<file path="src/sfp_pkg.sv">
`timescale 1ns / 1ps
package sfp_pkg;

   localparam int unsigned CoordW = 24;
   localparam int unsigned SizeW  = 13;
   localparam int unsigned RandW  = 16;
   localparam int unsigned PlotW  = 12;
   localparam int unsigned OpW    = 8;
   localparam int unsigned StatW  = 3;

   localparam logic [StatW-1:0] ST_END   = 3'd0;
   localparam logic [StatW-1:0] ST_PLOT  = 3'd1;
   localparam logic [StatW-1:0] ST_SKIP  = 3'd2;
   localparam logic [StatW-1:0] ST_ADD   = 3'd3;
   localparam logic [StatW-1:0] ST_FULL  = 3'd4;

   localparam logic [1:0] CSR_WIDTH  = 2'd0;
   localparam logic [1:0] CSR_HEIGHT = 2'd1;
   localparam logic [1:0] CSR_DEPTH  = 2'd2;

   typedef struct packed {
      logic signed [CoordW-1:0] x;
      logic signed [CoordW-1:0] y;
      logic [SizeW-1:0]         z;
   } star_type;

   // control to the cell row
   typedef struct packed {
      logic push;   // shift toward higher index, insert at 0
      logic pull;   // shift toward lower index from a point
      logic dec;    // decrement z of the entry in cell 0
      logic rot;    // rotate flag; the cells ignore it (rotation is a push with wrap)
   } row_ctl_type;

endpackage

</file>
<file path="src/sfp_cell.sv">
`timescale 1ns / 1ps
module sfp_cell (
   input  logic                clock,
   input  sfp_pkg::row_ctl_type ctl,
   input  logic                pull_here,  // this cell at or behind the removal point
   input  logic                dec_here,
   input  sfp_pkg::star_type   from_prev,
   input  sfp_pkg::star_type   from_next,
   output sfp_pkg::star_type   q
);
   sfp_pkg::star_type data_ff, data_in;

   always_comb begin
      data_in = data_ff;
      if (ctl.push) begin
         data_in = from_prev;
      end else if (ctl.pull && pull_here) begin
         data_in = from_next;
      end else if (ctl.dec && dec_here) begin
         data_in.z = data_ff.z - 1'b1;
      end
   end

   always_ff @(posedge clock) begin
      data_ff <= data_in;
   end

   assign q = data_ff;
endmodule

</file>
<file path="config.mk">
export PLATFORM = sky130hd
export DESIGN_NAME = sfp_cell
export DESIGN_NICKNAME = d
export VERILOG_FILES = /design/src/sfp_pkg.sv /design/src/sfp_cell.sv
export SDC_FILE = /design/constraint.sdc
export NUM_CORES = 1
export LEC_CHECK = 0
export BUFFER_PORTS_ARGS = -buffer_cell sky130_fd_sc_hd__buf_2
export CAP_MARGIN = 10
export CORE_UTILIZATION = 42
export CTS_CLUSTER_DIAMETER = 150
export DETAILED_ROUTE_END_ITERATION = 16
export GPL_TIMING_DRIVEN = 0
export PLACE_DENSITY = 0.79
export SYNTH_ARGS = -nofsm -noshare
export SYNTH_HDL_FRONTEND = slang
export SYNTH_SLANG_ARGS = --single-unit
</file>
<file path="constraint.sdc">
create_clock -name clock -period 2.8 [get_ports clock]
set_input_delay 0.56 -clock clock [delete_from_list [all_inputs] [get_ports clock]]
set_output_delay 0.56 -clock clock [all_outputs]
set_load 0.03 [all_outputs]
</file>
==> impl_metrics.py <==
metrics = {
    "run_status": {
        "status": "finished clean",
    },
    "critical_path": {
        "crit_path_end_kind": "register",
        "crit_required_ns": 2.99,
        "arrival_ns": 2.29,
        "cp_max_fo": 5,
        "start_kind": "register",
        "path_class": "register to register",
    },
    "cells_and_area": {
        "mostFrequentLayoutCell": "buf_2",
        "final_nets": 528,
        "area_growth_syn_to_layout_pct": 43.9,
        "layout_common_cells": "buf_2 (187), edfxtp_1 (61), mux2_1 (48), nand2_1 (14)",
        "fin_area_um2": 4180,
        "antenna_cells": 0,
        "drive_above_1_share": 0.519,
        "largest_reg_flops": 61,
    },
    "sta": {
        "finalMaxSlewViolations": 0,
        "fin_crit_sh": 0.749,
        "skew_ns": 0.0108,
        "rsz0062_at_grt": "false",
        "hold_ws_ns": 0.513,
        "fin_ws_ns": 0.702,
        "setup_viol": 0,
        "worst_pin_slew_ns": 0.744,
        "min_period_ns": 2.10,
        "timing_hold_violations_final": 0,
        "slew_headroom": 0.500,
        "fmax_ghz": 0.477,
    },
    "placed_design": {
        "pre_cts_ws_ns": 0.530,
        "gp_congestion": 0.889,
        "dp_hpwl_mm": 5.62,
        "portBuffers": 187,
        "placed_cell_area_um2": 3960,
    },
    "yosys": {
        "yosysWarningCount": 0,
        "synth_top_cell_by_area": "edfxtp_1",
        "netlist.area_leader.share": 0.631,
        "synth_fp_nets": 329,
        "syn_area_um2": 2900,
        "yosysSeqAreaShare": 0.631,
        "synth_area_leaders": "edfxtp_1 (63%), mux2_1 (19%), xor2_1 (2.1%)",
        "yosysUniqueCellTypes": 30,
        "synth.ff_latch_count": 61,
        "syn_inst": 199,
        "synth_area_per_cell_um2": 14.6,
    },
    "routing": {
        "antenna_left": 0,
        "viasPerCell": 5.08,
        "drcViolationCount": 0,
        "drtIter0Drc": 109,
        "drt_first_pass_iters": 4,
        "vias": 2437,
        "wl_mm": 7.12,
        "avgRoutedWirePerCell_um": 14.8,
    },
    "global_route": {
        "grt_max_degree": 28,
        "track_usage": 0.203,
        "grt_pass1_wl_mm": 11.1,
        "grt_overflow": 0,
        "antenna_found_initial": 0,
        "grt_pass1_vias": 2418,
    },
    "clocking": {
        "cts_hold_buf": 0,
        "cts.sinks": 61,
        "cts_resized": 0,
        "clk_latency_ns": 0.33,
        "cts_tree": "yes",
        "numCtsBuffers": 9,
        "clkTransAtPathRegs_ns": 0.07,
        "cts.path.max_buffers": 2,
        "cts_setup_buffers": 0,
        "cts_max_level": 3,
        "cts-root-buf": "clkbuf_8",
    },
    "floorplanning": {
        "num_rows": 29,
        "die_y_um": 85.1,
        "initial_core_util": 0.447,
        "core-area_um2": 6490,
        "die_w_um": 85.1,
        "die_area_um2": 7240,
        "io_pins": 190,
    },
    "job": {
        "cap_violations": 0,
    },
    "pwr": {
        "p_leak_nw": 1.86,
        "ir_worst_vdd_mv": 0.460,
        "power.density_nw_per_um2": 626,
    },
    "hold_path": {
        "hold_class": "input port to register",
    },
}
[final timing paths]
kind            startpoint     to  slack, ns  depth (start not counted)
min          from_next[58]  q[58]       0.51                          2
max reg2reg           q[4]   q[7]       0.70                          4
max                   q[4]   q[7]       0.70                          4
min reg2reg          q[12]  q[12]       0.74                          2
[power breakdown]
part | internal (mW) | switching, mW | total (mW)
Sequential | 1.13 | 0.0514 | 1.18
Combinational | 0.213 | 0.379 | 0.592
Clock | 0.496 | 0.341 | 0.837
[routing by layer]
| layer | share of wire | track usage | vias up |
|---|---|---|---|
| met3 | 0.089 | 0.0486 | 22 |
| met1 | 0.37 | 0.224 | 1097 |
| li1 | - | - | 1157 |
| met2 | 0.51 | 0.364 | 161 |
| met4 | 0.029 | 0.103 | 0 |
| met5 | 0 | 0 | - |
[stage by stage]
stage | util | total power, mW | setup TNS [ns] | instances
finish | 0.643 | 2.61 | 0 | 480
global route | 0.643 | 2.72 | 0 | 480
CTS | 0.643 | 2.63 | 0 | 480
detailed placement | 0.610 | 1.80 | 0 | 464
global placement | 0.606 | 1.78 | -11.98 | 463
floorplan | - | 1.56 | 0 | 199
[critical path: stages (launching register included)]
cell and delay (ns):
edfxtp_1 0.48, or4_1 0.57, or4_1 0.49, a311oi_1 0.31, a21o_1 0.13
[cells by family after synthesis]
| family | Yosys count | share of synthesized area |
|---|---|---|
| flip-flops | 61 | 0.631 |
| multiplexers | 53 | 0.205 |
| AND/OR/NAND/NOR | 41 | 0.0699 |
| AO/OA/AOI/OAI | 19 | 0.0448 |
| buffers and inverters | 16 | 0.0207 |
| XOR/XNOR | 8 | 0.0241 |
| adder cells (fa/ha/maj) | 1 | 0.00431 |
[Yosys cell counts, drive strengths merged]
master  number
a21o         1
a21oi        5
a221oi       2
a311oi       1
a31oi        1
and2         1
clkbuf      10
edfxtp      61
ha           1
inv          6
mux2        51
mux2i        2
nand2       14
nand3        2
nand4        2
nand4b       1
nor2        10
nor3         4
nor3b        2
nor4         2
o21ai        3
o221ai       3
o31ai        2
o41ai        1
or2          1
or4          2
xnor2        1
xor2         7
[final cells by class]
type	count	area [um^2]
inverters	6	22.5
clock inverters	7	90.1
fillers	509	2320
flip-flops and latches	61	1830
clock buffers	9	124
repair buffers	188	963
multi-input cells	122	1010
well taps	77	96.3
plain buffers	10	37.5
Note: power is estimated with default switching activity, not from simulation.
