File: src/sfp_divider.sv
`timescale 1ns / 1ps
// Signed restoring divider, one quotient bit a cycle, truncates toward zero.
module sfp_divider #(
   parameter int unsigned NW = 24,
   parameter int unsigned DW = 13
) (
   input  logic                 clock,
   input  logic                 reset,
   input  logic                 start,
   input  logic signed [NW-1:0] num,
   input  logic [DW-1:0]        den,
   output logic                 done,
   output logic signed [NW-1:0] quot
);
   localparam int unsigned CW = $clog2(NW + 1);

   logic [NW-1:0] q_ff, q_in;
   logic [DW:0]   r_ff, r_in;
   logic [DW-1:0] d_ff, d_in;
   logic          neg_ff, neg_in;
   logic [CW-1:0] cnt_ff, cnt_in;
   logic          busy_ff, busy_in, done_ff, done_in;
   logic [DW:0]   trial;
   logic [NW-1:0] mag;

   always_comb begin
      q_in = q_ff; r_in = r_ff; d_in = d_ff; neg_in = neg_ff;
      cnt_in = cnt_ff; busy_in = busy_ff; done_in = 1'b0;
      mag = num[NW-1] ? (~num + 1'b1) : num;
      trial = {r_ff[DW-1:0], q_ff[NW-1]};
      if (start) begin
         q_in = mag; r_in = '0; d_in = den; neg_in = num[NW-1];
         cnt_in = CW'(NW); busy_in = 1'b1;
      end else if (busy_ff) begin
         if (trial >= {1'b0, d_ff}) begin
            r_in = trial - {1'b0, d_ff};
            q_in = {q_ff[NW-2:0], 1'b1};
         end else begin
            r_in = trial;
            q_in = {q_ff[NW-2:0], 1'b0};
         end
         cnt_in = cnt_ff - 1'b1;
         if (cnt_ff == CW'(1)) begin
            busy_in = 1'b0; done_in = 1'b1;
         end
      end
   end

   always_ff @(posedge clock) begin
      if (reset) begin
         busy_ff <= 1'b0; done_ff <= 1'b0; cnt_ff <= '0;
      end else begin
         busy_ff <= busy_in; done_ff <= done_in; cnt_ff <= cnt_in;
      end
      q_ff <= q_in; r_ff <= r_in; d_ff <= d_in; neg_ff <= neg_in;
   end

   assign done = done_ff;
   assign quot = neg_ff ? $signed(~q_ff + 1'b1) : $signed(q_ff);
endmodule
File: config.mk
export PLATFORM = sky130hd
export DESIGN_NAME = sfp_divider
export DESIGN_NICKNAME = d
export VERILOG_FILES = /design/src/sfp_divider.sv
export SDC_FILE = /design/constraint.sdc
export NUM_CORES = 1
export LEC_CHECK = 0
export BUFFER_PORTS_ARGS = -buffer_cell sky130_fd_sc_hd__buf_2
export CAP_MARGIN = 15
export CORE_UTILIZATION = 57
export DETAILED_ROUTE_END_ITERATION = 10
export PLACE_DENSITY = 0.87
export SYNTH_ARGS = -nofsm -noshare
export SYNTH_HDL_FRONTEND = slang
export SYNTH_SLANG_ARGS = --single-unit
File: constraint.sdc
create_clock -name clock -period 3.7 [get_ports clock]
set_input_delay 0.37 -clock clock [delete_from_list [all_inputs] [get_ports clock]]
set_output_delay 0.37 -clock clock [all_outputs]
set_load 0.1 [all_outputs]
==> results by group <==
Status
  • Status: complete, but fails checks
  • Failing checks: design-rule violations

Placed design
  • Final Wtd Congestion: 0.894
  • Area after DPL: 0.00427 sq mm
  • IO buf count: 64
  • Detail Placement HPWL: 6620 um

Layout
  • Fraction of layout cells with a size suffix above 1: 22.3%
  • Finished Cell Area: 0.00447 sq mm
  • Final-layout fill cell count: 471
  • Most frequent cells in the layout: buf_2 (64), nor2_1 (38), edfxtp_1 (38)
  • NumNets Final: 533
  • Most common cell after layout, fill and taps aside: buf_2
  • # diodes: 0
  • Area delta synth->final: 15.2%

Critical path
  • Cell family with most CP delay: simple AND/OR/NAND/NOR gates
  • WP data arrival: 3.14 ns
  • Buffer and inverter count on the worst path: 1
  • Critical Path Fanout Max: 5
  • R2R Setup Slk: 0.63 ns
  • Worst path cell trace: or4_4 -> nor4_1 -> nand3_1 -> or2_2 -> o41ai_1 -> xnor2_1 -> buf_2
  • Critical path startpoint category: register
  • WP data required: 3.33 ns
  • Crit Path Category: reg -> out
  • Critical path endpoint category: output pin
  • Max stage delay cell, worst path: or4_4
  • CP max stage delay: 0.55 ns

Clock tree
  • Clock buffer depth: 2
  • H-tree Lvls: 3
  • Hold buffer count at cts: 0
  • Clock Latency Late Sink: 0.34 ns
  • TritonCTS clock tree: yes
  • Num CTS Buffers: 9
  • CTS Sinks: 58
  • CTS root buffer: clkbuf_8
  • CTS clk-pin slew, worst paths: 0.07 ns
  • Cts repair resizes: 0
  • Setup bufs post-CTS: 0

Timing
  • Tmin final: 3.51 ns
  • Setup Total Neg Slack: 0 ns
  • Slew Viols, Final: 0
  • # setup viols final: 0
  • Relative slew slack: 56.3%
  • Max frequency: 285 MHz
  • Worst Tran Pin Value: 0.656 ns
  • RSZ-0062 raised after global routing: false
  • Clock Skew: 0.0109 ns
  • Tcrit/Tclk final: 95.0%
  • Final hold violation count: 0

GRT
  • First-pass GRT wire length: 14900 um
  • Antenna violations before repair: 0
  • GRT overflow: 0
  • Largest net degree at the start of global routing: 31
  • Vias in the first global route: 3253
  • Total GRT Usage: 26.4%

Detailed routing
  • Drt first pass iters: 8
  • Via count: 3379
  • Vias/cell: 6.07
  • Detail Route Antenna Nets: 0
  • Drt wl/cell: 16.4 um
  • WL final: 9150 um
  • Initial DRC count: 188
  • Residual DRC count: 5

Logic synthesis
  • Cell taking the most area after synthesis: edfxtp_1
  • Flop and latch count out of synthesis: 58
  • Synth unique cells: 52
  • Mapped Area: 0.00388 sq mm
  • Async SR Flop Fraction: 0%
  • Post-Syn Nets: 470
  • EDFF count, synth: 38
  • Syn Inst Count: 412
  • Area share of the largest cell type after synthesis: 29.4%
  • Yosys warning total: 0
  • Top post-synthesis cells by area: edfxtp_1 (29%), dfxtp_1 (10%), xnor2_1 (6.8%), xor2_1 (6.1%), ha_1 (5.5%)
  • Synth Flop Type: edfxtp_1
  • Syn Area/Cell: 9.41 sq um
  • Sequential fraction of the synthesis area: 39.7%

Power
  • Leakage power: 0.00181 uW
  • Peak supply drop: 346 uV
  • PD cells: 501 mW/mm^2

Die
  • Chip width: 84.5 um
  • Core ar.: 0.00646 sq mm
  • Die area: 0.00714 sq mm
  • Die span in y: 84.5 um
  • I/O pins: 65
  • FP Rows: 29
  • Initial core utilization: 60.1%

Job
  • Max cap viols: 0

Hold path
  • Worst Hold Class: in -> reg
==> power breakdown <==
part,total [uW],leakage (uW),switching [uW],internal (uW)
combinational,815,0.00117,611,204
sequential,826,0.000540,65.0,761
clock,595,0.000105,257,339
total,2240,0.00181,932,1300
==> through the flow <==
step                std cells  util, %  setup slack (ns)  hold WS (ns)  total power (uW)
finish                    557     69.2             0.185         0.197              2240
global route              557     69.2            0.0543         0.194              2310
CTS                       557     69.2             0.211         0.198              2230
detailed placement        541     66.0             0.676         0.502              1640
global placement          541     66.0             0.711         0.480              1620
floorplan                 412        -             0.537         0.442              1480
==> layout make-up <==
class | count | area [sq um] | area share [%]
multi-input combinational | 312 | 2180 | 48.7
clock buffer | 15 | 198 | 4.42
timing repair buffer | 69 | 358 | 8.01
sequential | 58 | 1540 | 34.5
inverter | 25 | 93.8 | 2.10
clock inverter | 1 | 5.00 | 0.112
tap | 77 | 96.3 | 2.16
==> layer usage <==
layer / share of wire, % / track usage [%]
met1: 43 / 32.5
met2: 49 / 45.1
met3: 5.7 / 4.52
met4: 2.6 / 13.1
met5: 0 / 0
==> cell families (layout without fill, tap and decap cells) <==
kind of cell / after synthesis / in the layout / synth area share [%]
compound gates: 102 / 102 / 17.3
xor+xnor: 57 / 57 / 12.9
fa+ha+maj: 18 / 18 / 6.00
buf+inv: 42 / 110 / 4.16
flops: 58 / 58 / 39.7
mux: 16 / 16 / 4.42
simple gates: 119 / 119 / 15.5
==> flip-flops by register name, indices dropped and copies added, names as in the netlist <==
register / count
busy_ff: 1
d_ff: 13
cnt_ff: 5
q_ff: 24
neg_ff: 1
done: 1
r_ff: 13
==> worst register-to-register path: stages, from the launching register on <==
cell and delay (ns):
edfxtp_1 0.40, inv_1 0.11, ha_1 0.18, inv_1 0.06, fa_1 0.42, a21oi_1 0.27, a211oi_1 0.11, o32ai_1 0.41
buf_4 0.26, clkinv_1 0.29, mux2i_1 0.20, a211oi_1 0.26
==> synth_stat cells (8+ instances only) <==
library cell	number
a211oi_1	8
a21oi_1	30
clkbuf_1	13
dfxtp_1	20
edfxtp_1	38
ha_1	17
inv_1	24
mux2_2	9
nand2_1	30
nor2_1	38
nor3_1	8
o21ai_0	26
o31ai_1	9
xnor2_1	30
xor2_1	27
==> worst paths after layout <==
check | startpoint | end | cells past startpoint
max reg2reg | q_ff[23]$_DFFE_PP_ | r_ff[5]$_SDFFE_PP0P_ | 11
min | den[11] | d_ff[11]$_DFFE_PP_ | 1
max | q_ff[9]$_DFFE_PP_ | quot[19] | 7
min reg2reg | r_ff[6]$_SDFFE_PP0P_ | r_ff[6]$_SDFFE_PP0P_ | 2
Power figures use the tool's default switching activity.
